File: config.mk
export PLATFORM = sky130hd
export DESIGN_NAME = route_state_record_parser
export DESIGN_NICKNAME = d
export VERILOG_FILES = /design/src/rtl/core/rsrp_pkg.sv /design/src/rtl/core/rsrp_parser.sv /design/src/rtl/core/route_state_record_parser.sv
export SDC_FILE = /design/constraint.sdc
export NUM_CORES = 1
export LEC_CHECK = 0
export CAP_MARGIN = 40
export CORE_ASPECT_RATIO = 1.4
export CORE_MARGIN = 3
export CORE_UTILIZATION = 58
export DETAILED_ROUTE_END_ITERATION = 8
export DONT_BUFFER_PORTS = 1
export PLACE_DENSITY = 0.72
export REMOVE_ABC_BUFFERS = 1
export SETUP_SLACK_MARGIN = 0.4
export SLEW_MARGIN = 20
export SYNTH_ARGS = -nofsm -noshare
export SYNTH_HDL_FRONTEND = slang
export SYNTH_HIERARCHICAL = 1
export SYNTH_SLANG_ARGS = --single-unit
File: constraint.sdc
create_clock -name clk -period 5 [get_ports clk]
set_clock_uncertainty 0.2 [all_clocks]
set_input_delay 0.25 -clock clk [delete_from_list [all_inputs] [get_ports clk]]
set_output_delay 0.25 -clock clk [all_outputs]
set_load 0.01 [all_outputs]
File: src/rtl/core/rsrp_pkg.sv
// shared types, codes and constants for the route state record parser
`default_nettype none

package rsrp_pkg;

  localparam int unsigned CFG_DATA_W  = 16;
  localparam int unsigned CFG_INDEX_W = 2;

  localparam logic [CFG_INDEX_W-1:0] CFG_EXPECTED_VERSION = 2'd0;
  localparam logic [CFG_INDEX_W-1:0] CFG_ROUTE_LIMIT      = 2'd1;
  localparam logic [CFG_INDEX_W-1:0] CFG_ID_LIMIT         = 2'd2;

  localparam logic [15:0] EXPECTED_VERSION_RST = 16'd1;
  localparam logic [15:0] ROUTE_LIMIT_RST      = 16'd64;
  localparam logic [7:0]  ID_LIMIT_RST         = 8'd64;

  localparam logic [3:0] HEADER_BYTES = 4'd8;

  localparam logic [7:0] MAGIC_0 = 8'h56;
  localparam logic [7:0] MAGIC_1 = 8'h4D;
  localparam logic [7:0] MAGIC_2 = 8'h4F;
  localparam logic [7:0] MAGIC_3 = 8'h44;

  localparam logic [3:0] ROLE_MAGIC     = 4'd0;
  localparam logic [3:0] ROLE_VERSION   = 4'd1;
  localparam logic [3:0] ROLE_COUNT     = 4'd2;
  localparam logic [3:0] ROLE_KIND      = 4'd3;
  localparam logic [3:0] ROLE_INDEX     = 4'd4;
  localparam logic [3:0] ROLE_TRANSFORM = 4'd5;
  localparam logic [3:0] ROLE_PAD       = 4'd6;
  localparam logic [3:0] ROLE_DEPTH     = 4'd7;
  localparam logic [3:0] ROLE_LENGTHS   = 4'd8;
  localparam logic [3:0] ROLE_RESERVED  = 4'd9;
  localparam logic [3:0] ROLE_INSTR     = 4'd10;
  localparam logic [3:0] ROLE_PARAM     = 4'd11;
  localparam logic [3:0] ROLE_IGNORED   = 4'd12;

  localparam logic [1:0] ST_OK      = 2'd0;
  localparam logic [1:0] ST_CORRUPT = 2'd1;
  localparam logic [1:0] ST_SCHEMA  = 2'd2;
  localparam logic [1:0] ST_ROUTE   = 2'd3;

  typedef struct packed {
    logic [7:0] byte_value;
    logic       last_byte;
  } in_word_t;

  typedef struct packed {
    logic [3:0]  byte_role;
    logic [15:0] route_number;
    logic [31:0] field_value;
    logic        field_done;
    logic        done_res;
    logic [1:0]  status;
  } out_word_t;

  typedef struct packed {
    logic [15:0] expected_version;
    logic [15:0] route_limit;
    logic [7:0]  id_limit;
  } cfg_t;

  function automatic logic [7:0] magic_byte(input logic [1:0] idx);
    logic [7:0] b;
    unique case (idx)
      2'd0: b = MAGIC_0;
      2'd1: b = MAGIC_1;
      2'd2: b = MAGIC_2;
      default: b = MAGIC_3;
    endcase
    return b;
  endfunction

endpackage

`default_nettype wire

File: src/rtl/core/rsrp_parser.sv
// per-byte parse state and the combinational step that updates it
`default_nettype none

module rsrp_parser
  import rsrp_pkg::*;
(
  input  wire logic      clk,
  input  wire logic      rst_n,
  input  wire logic      step_en,
  input  wire in_word_t  word,
  input  wire cfg_t      cfg,
  output out_word_t      result
);

  typedef struct packed {
    logic [3:0]  phase;
    logic [3:0]  pos;
    logic [3:0]  total;
    logic [15:0] routes_expected;
    logic [15:0] routes_seen;
    logic [7:0]  instr_rem;
    logic [7:0]  param_rem;
    logic [31:0] acc;
    logic        dnf;
    logic [1:0]  lstat;
    logic        err;
  } pstate_t;

  localparam pstate_t PSTATE_RST = '{
    phase: ROLE_MAGIC, pos: 4'd0, total: 4'd0, routes_expected: 16'd0,
    routes_seen: 16'd0, instr_rem: 8'd0, param_rem: 8'd0, acc: 32'd0,
    dnf: 1'b0, lstat: ST_OK, err: 1'b0
  };

  pstate_t st_r;
  pstate_t st_nxt;

  function automatic pstate_t do_fail(input pstate_t s, input logic [1:0] code);
    pstate_t t;
    t = s;
    if (!t.err) begin
      t.err   = 1'b1;
      t.lstat = code;
    end
    t.phase = ROLE_IGNORED;
    return t;
  endfunction

  function automatic pstate_t route_end(input pstate_t s);
    pstate_t t;
    t = s;
    if (t.dnf) begin
      t = do_fail(t, ST_ROUTE);
    end else begin
      t.routes_seen = 16'(t.routes_seen + 16'd1);
      t.phase = (t.routes_seen >= t.routes_expected) ? ROLE_IGNORED : ROLE_KIND;
    end
    return t;
  endfunction

  function automatic pstate_t gather(input pstate_t s, input logic [31:0] acc_new,
                                     input logic [3:0] pos_inc, input logic full);
    pstate_t t;
    t = s;
    if (full) begin
      t.acc = 32'd0;
      t.pos = 4'd0;
    end else begin
      t.acc = acc_new;
      t.pos = pos_inc;
    end
    return t;
  endfunction

  logic [7:0]  b;
  logic [31:0] acc_new;
  logic [3:0]  pos_inc;
  logic        full2;
  logic        full4;
  logic [3:0]  role;
  logic [15:0] route;
  logic [31:0] val;
  logic        fd;
  logic [1:0]  stat;

  assign b       = word.byte_value;
  assign acc_new = st_r.acc | ({24'd0, b} << {st_r.pos[1:0], 3'b000});
  assign pos_inc = 4'(st_r.pos + 4'd1);
  assign full2   = pos_inc >= 4'd2;
  assign full4   = pos_inc >= 4'd4;

  always_comb begin
    st_nxt = st_r;
    role   = st_r.phase;
    route  = (st_r.phase <= ROLE_COUNT) ? 16'd0 : st_r.routes_seen;
    val    = 32'd0;
    fd     = 1'b0;
    stat   = ST_OK;

    if (st_r.total < HEADER_BYTES) st_nxt.total = 4'(st_r.total + 4'd1);

    unique case (st_r.phase) inside
      ROLE_MAGIC: begin
        if (b != magic_byte(st_r.pos[1:0])) begin
          st_nxt = do_fail(st_nxt, ST_CORRUPT);
        end else begin
          st_nxt = gather(st_nxt, acc_new, pos_inc, full4);
          if (full4) begin
            fd = 1'b1;
            val = acc_new;
            st_nxt.phase = ROLE_VERSION;
          end
        end
      end
      ROLE_VERSION: begin
        st_nxt = gather(st_nxt, acc_new, pos_inc, full2);
        if (full2) begin
          fd = 1'b1;
          val = acc_new;
          if (acc_new != {16'd0, cfg.expected_version}) st_nxt = do_fail(st_nxt, ST_SCHEMA);
          else st_nxt.phase = ROLE_COUNT;
        end
      end
      ROLE_COUNT: begin
        st_nxt = gather(st_nxt, acc_new, pos_inc, full2);
        if (full2) begin
          fd = 1'b1;
          val = acc_new;
          st_nxt.routes_expected = acc_new[15:0];
          if (acc_new[15:0] > cfg.route_limit) st_nxt = do_fail(st_nxt, ST_CORRUPT);
          else st_nxt.phase = (acc_new[15:0] == 16'd0) ? ROLE_IGNORED : ROLE_KIND;
        end
      end
      ROLE_KIND, ROLE_INDEX, ROLE_TRANSFORM: begin
        fd = 1'b1;
        val = {24'd0, b};
        st_nxt.phase = 4'(st_r.phase + 4'd1);
      end
      ROLE_PAD: begin
        fd = 1'b1;
        val = {24'd0, b};
        if (b != 8'd0) st_nxt = do_fail(st_nxt, ST_CORRUPT);
        else st_nxt.phase = ROLE_DEPTH;
      end
      ROLE_DEPTH: begin
        st_nxt = gather(st_nxt, acc_new, pos_inc, full4);
        if (full4) begin
          fd = 1'b1;
          val = acc_new;
          st_nxt.dnf = (acc_new[30:23] == 8'hFF);
          st_nxt.phase = ROLE_LENGTHS;
        end
      end
      ROLE_LENGTHS: begin
        if (st_r.pos == 4'd0) st_nxt.instr_rem = b;
        else st_nxt.param_rem = b;
        st_nxt = gather(st_nxt, acc_new, pos_inc, full2);
        if (full2) begin
          fd = 1'b1;
          val = acc_new;
          st_nxt.phase = ROLE_RESERVED;
        end
      end
      ROLE_RESERVED: begin
        st_nxt = gather(st_nxt, acc_new, pos_inc, full2);
        if (full2) begin
          fd = 1'b1;
          val = acc_new;
          if (acc_new != 32'd0 || st_r.instr_rem > cfg.id_limit ||
              st_r.param_rem > cfg.id_limit) begin
            st_nxt = do_fail(st_nxt, ST_CORRUPT);
          end else if (st_r.instr_rem != 8'd0) begin
            st_nxt.phase = ROLE_INSTR;
          end else if (st_r.param_rem != 8'd0) begin
            st_nxt.phase = ROLE_PARAM;
          end else begin
            st_nxt = route_end(st_nxt);
          end
        end
      end
      ROLE_INSTR: begin
        if (st_r.instr_rem != 8'd0) st_nxt.instr_rem = st_r.instr_rem - 8'd1;
        if (st_nxt.instr_rem == 8'd0) begin
          if (st_r.param_rem != 8'd0) st_nxt.phase = ROLE_PARAM;
          else st_nxt = route_end(st_nxt);
        end
      end
      ROLE_PARAM: begin
        if (st_r.param_rem != 8'd0) st_nxt.param_rem = st_r.param_rem - 8'd1;
        if (st_nxt.param_rem == 8'd0) st_nxt = route_end(st_nxt);
      end
      default: begin
        role = ROLE_IGNORED;
        st_nxt = do_fail(st_nxt, ST_CORRUPT);
      end
    endcase

    if (word.last_byte) begin
      if (st_nxt.total < HEADER_BYTES) stat = ST_CORRUPT;
      else if (st_nxt.err) stat = st_nxt.lstat;
      else if (st_nxt.phase != ROLE_IGNORED) stat = ST_CORRUPT;
      else stat = ST_OK;
    end

    result.byte_role    = role;
    result.route_number = route;
    result.field_value  = val;
    result.field_done   = fd;
    result.done_res     = word.last_byte;
    result.status       = stat;
  end

  always_ff @(posedge clk) begin
    if (!rst_n) begin
      st_r <= PSTATE_RST;
    end else if (step_en) begin
      st_r <= word.last_byte ? PSTATE_RST : st_nxt;
    end
  end

endmodule

`default_nettype wire

File: src/rtl/core/route_state_record_parser.sv
// top level: input register, config registers, parser step and result register
// an accepted word is held in the input register, stepped by the parser and captured in the output register
// throughput: one word per cycle while out_ready lets the output register advance, set by the parse state update
// a result waiting in the output register does not stop an empty input register filling
// reset (rst_n low, synchronous) clears the parse state, empties both registers
// and returns the config registers to their defaults
`default_nettype none

module route_state_record_parser
  import rsrp_pkg::*;
(
  input  wire logic                   clk,
  input  wire logic                   rst_n,
  input  wire logic                   in_valid,
  output logic                        in_ready,
  input  wire in_word_t               in_word,
  output logic                        out_valid,
  input  wire logic                   out_ready,
  output out_word_t                   out_word,
  input  wire logic                   cfg_valid,
  output logic                        cfg_ready,
  input  wire logic [CFG_INDEX_W-1:0] cfg_index,
  input  wire logic [CFG_DATA_W-1:0]  cfg_data
);

  cfg_t      cfg_r;
  logic      s1_valid_r;
  in_word_t  s1_word_r;
  logic      out_valid_r;
  out_word_t out_word_r;
  out_word_t step_result;
  logic      adv;

  assign adv       = !out_valid_r || out_ready;
  assign in_ready  = !s1_valid_r || adv;
  assign cfg_ready = 1'b1;
  assign out_valid = out_valid_r;
  assign out_word  = out_word_r;

  rsrp_parser u_parser (
    .clk     (clk),
    .rst_n   (rst_n),
    .step_en (s1_valid_r && adv),
    .word    (s1_word_r),
    .cfg     (cfg_r),
    .result  (step_result)
  );

  always_ff @(posedge clk) begin
    if (!rst_n) begin
      cfg_r.expected_version <= EXPECTED_VERSION_RST;
      cfg_r.route_limit      <= ROUTE_LIMIT_RST;
      cfg_r.id_limit         <= ID_LIMIT_RST;
    end else if (cfg_valid) begin
      unique case (cfg_index)
        CFG_EXPECTED_VERSION: cfg_r.expected_version <= cfg_data;
        CFG_ROUTE_LIMIT:      cfg_r.route_limit      <= cfg_data;
        CFG_ID_LIMIT:         cfg_r.id_limit         <= cfg_data[7:0];
        default: ;
      endcase
    end
  end

  always_ff @(posedge clk) begin
    if (!rst_n) begin
      s1_valid_r  <= 1'b0;
      out_valid_r <= 1'b0;
    end else begin
      if (in_ready) s1_valid_r <= in_valid;
      if (adv) out_valid_r <= s1_valid_r;
    end
  end

  always_ff @(posedge clk) begin
    if (in_valid && in_ready) s1_word_r <= in_word;
    if (s1_valid_r && adv) out_word_r <= step_result;
  end

endmodule

`default_nettype wire

==> qor.yml <==
finish:
  antenna_cells: 0
  layout_commonest_cell: "nand2_1"
  finalNetCount: 1463
  areaGrowthSynthToFinish_pct: 13.2
  drive_above_1_share_pct: 9.17
  final_core_util_pct: 67.5
  postLayoutCellArea_um2: 13100
  layout_common_cells: "153 x nand2_1, 133 x dfxtp_1, 132 x nor2_1"
  nFillCells: 1573
grt:
  antenna_found_initial: 0
  grt-ovfl-total: 0
  grt_max_degree: 95
  grt_pass1_vias: 9710
  grt.total_usage_pct: 29.7
  grt_first_pass_wirelength_mm: 52.4
sta:
  min_period_over_period_pct: 88.3
  rsz0062_at_grt: "no"
  whs_ns: 0.0472
  hold_viol: 0
  drv_slew: 0
  worst_pin_slew_ns: 0.847
  setup_violations: 0
  period_minus_slack_ns: 4.42
  fmax_mhz: 226
  slew_headroom_pct: 43.5
cts:
  clock_path_buffers: 3
  post_cts_buffers: 0
  htree_levels: 1
  cts-root-buf: "clkbuf_16"
  cts_tree: "built"
  clk_pin_slew_worst_paths_ns: 0.07
  numCtsBuffers: 21
  insertion_delay_ns: 0.51
  clock-sinks: 203
synth:
  syn_inst: 1348
  synth_area_leaders: "dfxtp_1 24%, edfxtp_1 17%, ha_1 6.6%, a21oi_1 5.5%, nand2_1 5.0%"
  synth_top_cell_area_share_pct: 23.9
  synth_xor_area_share_pct: 1.74
  synth_mux_area_share_pct: 3.74
  ys.warnings.count: 6
  synth_area_leader_cell: "dfxtp_1"
  yosys.area_share.adder_pct: 6.61
  synth-async-reset-ratio_pct: 0
  synth_compound_area_share_pct: 18.5
  synth_top_family_by_area: "simple AND/OR/NAND/NOR gates"
  synth_enable_flop_cells: 65
  synth-seq-cells: 203
  ys_types: 82
  synth_flop_cell: "dfxtp_1"
  synth.yosys.seq_area_share_pct: 40.8
  synth_area_per_cell_um2: 8.57
  synthSimpleGateAreaFrac_pct: 22.8
  netlist_area_um2: 11600
status:
  status: "finished clean"
placement:
  globalplace.congestion: 0.945
  hpwl_mm: 23.0
  placed_cell_area_um2: 11800
  port-buffer-count: 0
floorplan:
  rows: 60
  core_region_area_um2: 19400
  die_h_um: 173
  boundaryPins: 91
  die-area_um2: 21700
  die_w_um: 125
  start_util_pct: 59.6
pwr:
  totalPowerFinal_uw: 3790
  power_leakage_uw: 0.00499
  p_per_area_nw_per_um2: 290
  ir_drop_mv: 0.340
drt:
  drt_first_iter_violations: 868
  wl_per_cell_um: 20.8
  vias: 10202
  drtAntennaViolNets: 0
  firstDrtPassIters: 5
  finalWirelength_mm: 33.9
  via_per_inst: 6.25
  drc: 0
setup_path:
  crit_required_ns: 5.13
  cp-end-kind: "flop"
  cp-start-kind: "flop"
  arrival_ns: 4.54
  crit_path_max_fanout: 6
  setup.worst_path.class: "flop to flop"
job:
  maxCapViolCount: 0
min_path:
  min_path_type: "input port to flop"
[worst paths after layout]
check	start	to	slack (ns)	cells after the start
max	u_parser/st_r[52]$_SDFFE_PN0P_	out_word[0]$_DFFE_PP_	0.58	19
min	cfg_index[0]	cfg_r[9]$_SDFFE_PN0P_	0.05	2
max reg2reg	u_parser/st_r[52]$_SDFFE_PN0P_	out_word[0]$_DFFE_PP_	0.58	19
min reg2reg	cfg_r[12]$_SDFFE_PN0P_	cfg_r[12]$_SDFFE_PN0P_	0.26	2
[critical path, stage by stage, from the launching register on]
cell and delay (ns):
dfxtp_4 0.40, ha_4 0.17, and3_1 0.18, and3_4 0.22, and3_4 0.21, and3_2 0.23, and3_4 0.21, nand3_1 0.12
xnor2_2 0.17, ha_1 0.31, a21oi_1 0.15, a21boi_0 0.12, a2111oi_2 0.34, buf_4 0.18, nand2_1 0.11, a21oi_2 0.17
a31o_2 0.12, nor4b_4 0.23, nor4_1 0.10, a311oi_1 0.29
[timing repair]
action                                 CTS  global route
hold buffers                            38             0
resized for setup                        6            22
pin swaps                                2             3
endpoints found under the hold margin  110             0
setup endpoints to repair                2             4
[synthesized netlist by cell type (17+ instances only)]
master and count:
nand2_1 153, dfxtp_1 138, nor2_1 132, a21oi_1 127, inv_1 77, edfxtp_1 65, ha_1 61, clkbuf_1 58
o21ai_0 55, mux2i_1 42, a22oi_1 33, nor3_1 29, and2_1 26, nand3_1 24, and3_1 20, nand2b_1 20
nor2b_1 19, nor4_1 19, nand4_1 17
[layer usage]
layer / global-route usage [%] / wire, µm / vias up
met1: 36.7 / 13600 / 4808
li1: - / - / 4883
met5: 0 / 0 / -
met2: 51.3 / 16700 / 418
met3: 4.51 / 2080 / 93
met4: 13.0 / 1540 / 0
[power by group]
part | internal [µW] | switching, µW
Combinational | 122 | 216
Sequential | 1740 | 45.3
Clock | 986 | 681
Total | 2850 | 943
[stage by stage]
stage               instances  setup TNS (ns)  setup slack, ns
finish                   1633               0            0.583
global placement         1551               0            0.420
detailed placement       1555               0            0.268
CTS                      1631               0            0.402
floorplan                1270          -60.30            -1.27
global route             1633               0            0.374
[cells by family (layout without fill, tap and decap cells)]
group	after synthesis	count (layout)
compound gates	336	336
xor+xnor	23	23
fa+ha+maj	61	61
buf+inv	156	193
flops	203	203
mux	43	43
other cells	1	1
simple gates	525	525
[state kept, by name, summed over array words and instances (netlist names)]
signal         cells
cfg_r             40
out_valid          1
out_word          56
s1_valid_r         1
s1_word_r          9
u_parser/st_r     96
[layout make-up]
type,instances,area [µm²],area share (%)
timing repair buffer,77,712,5.45
multi-input combinational,989,6290,48.1
clock buffer,29,661,5.05
sequential,203,4730,36.2
tap,248,310,2.37
clock inverter,9,83.8,0.641
inverter,78,293,2.24
No activity file was read; power rests on OpenSTA's default activity.
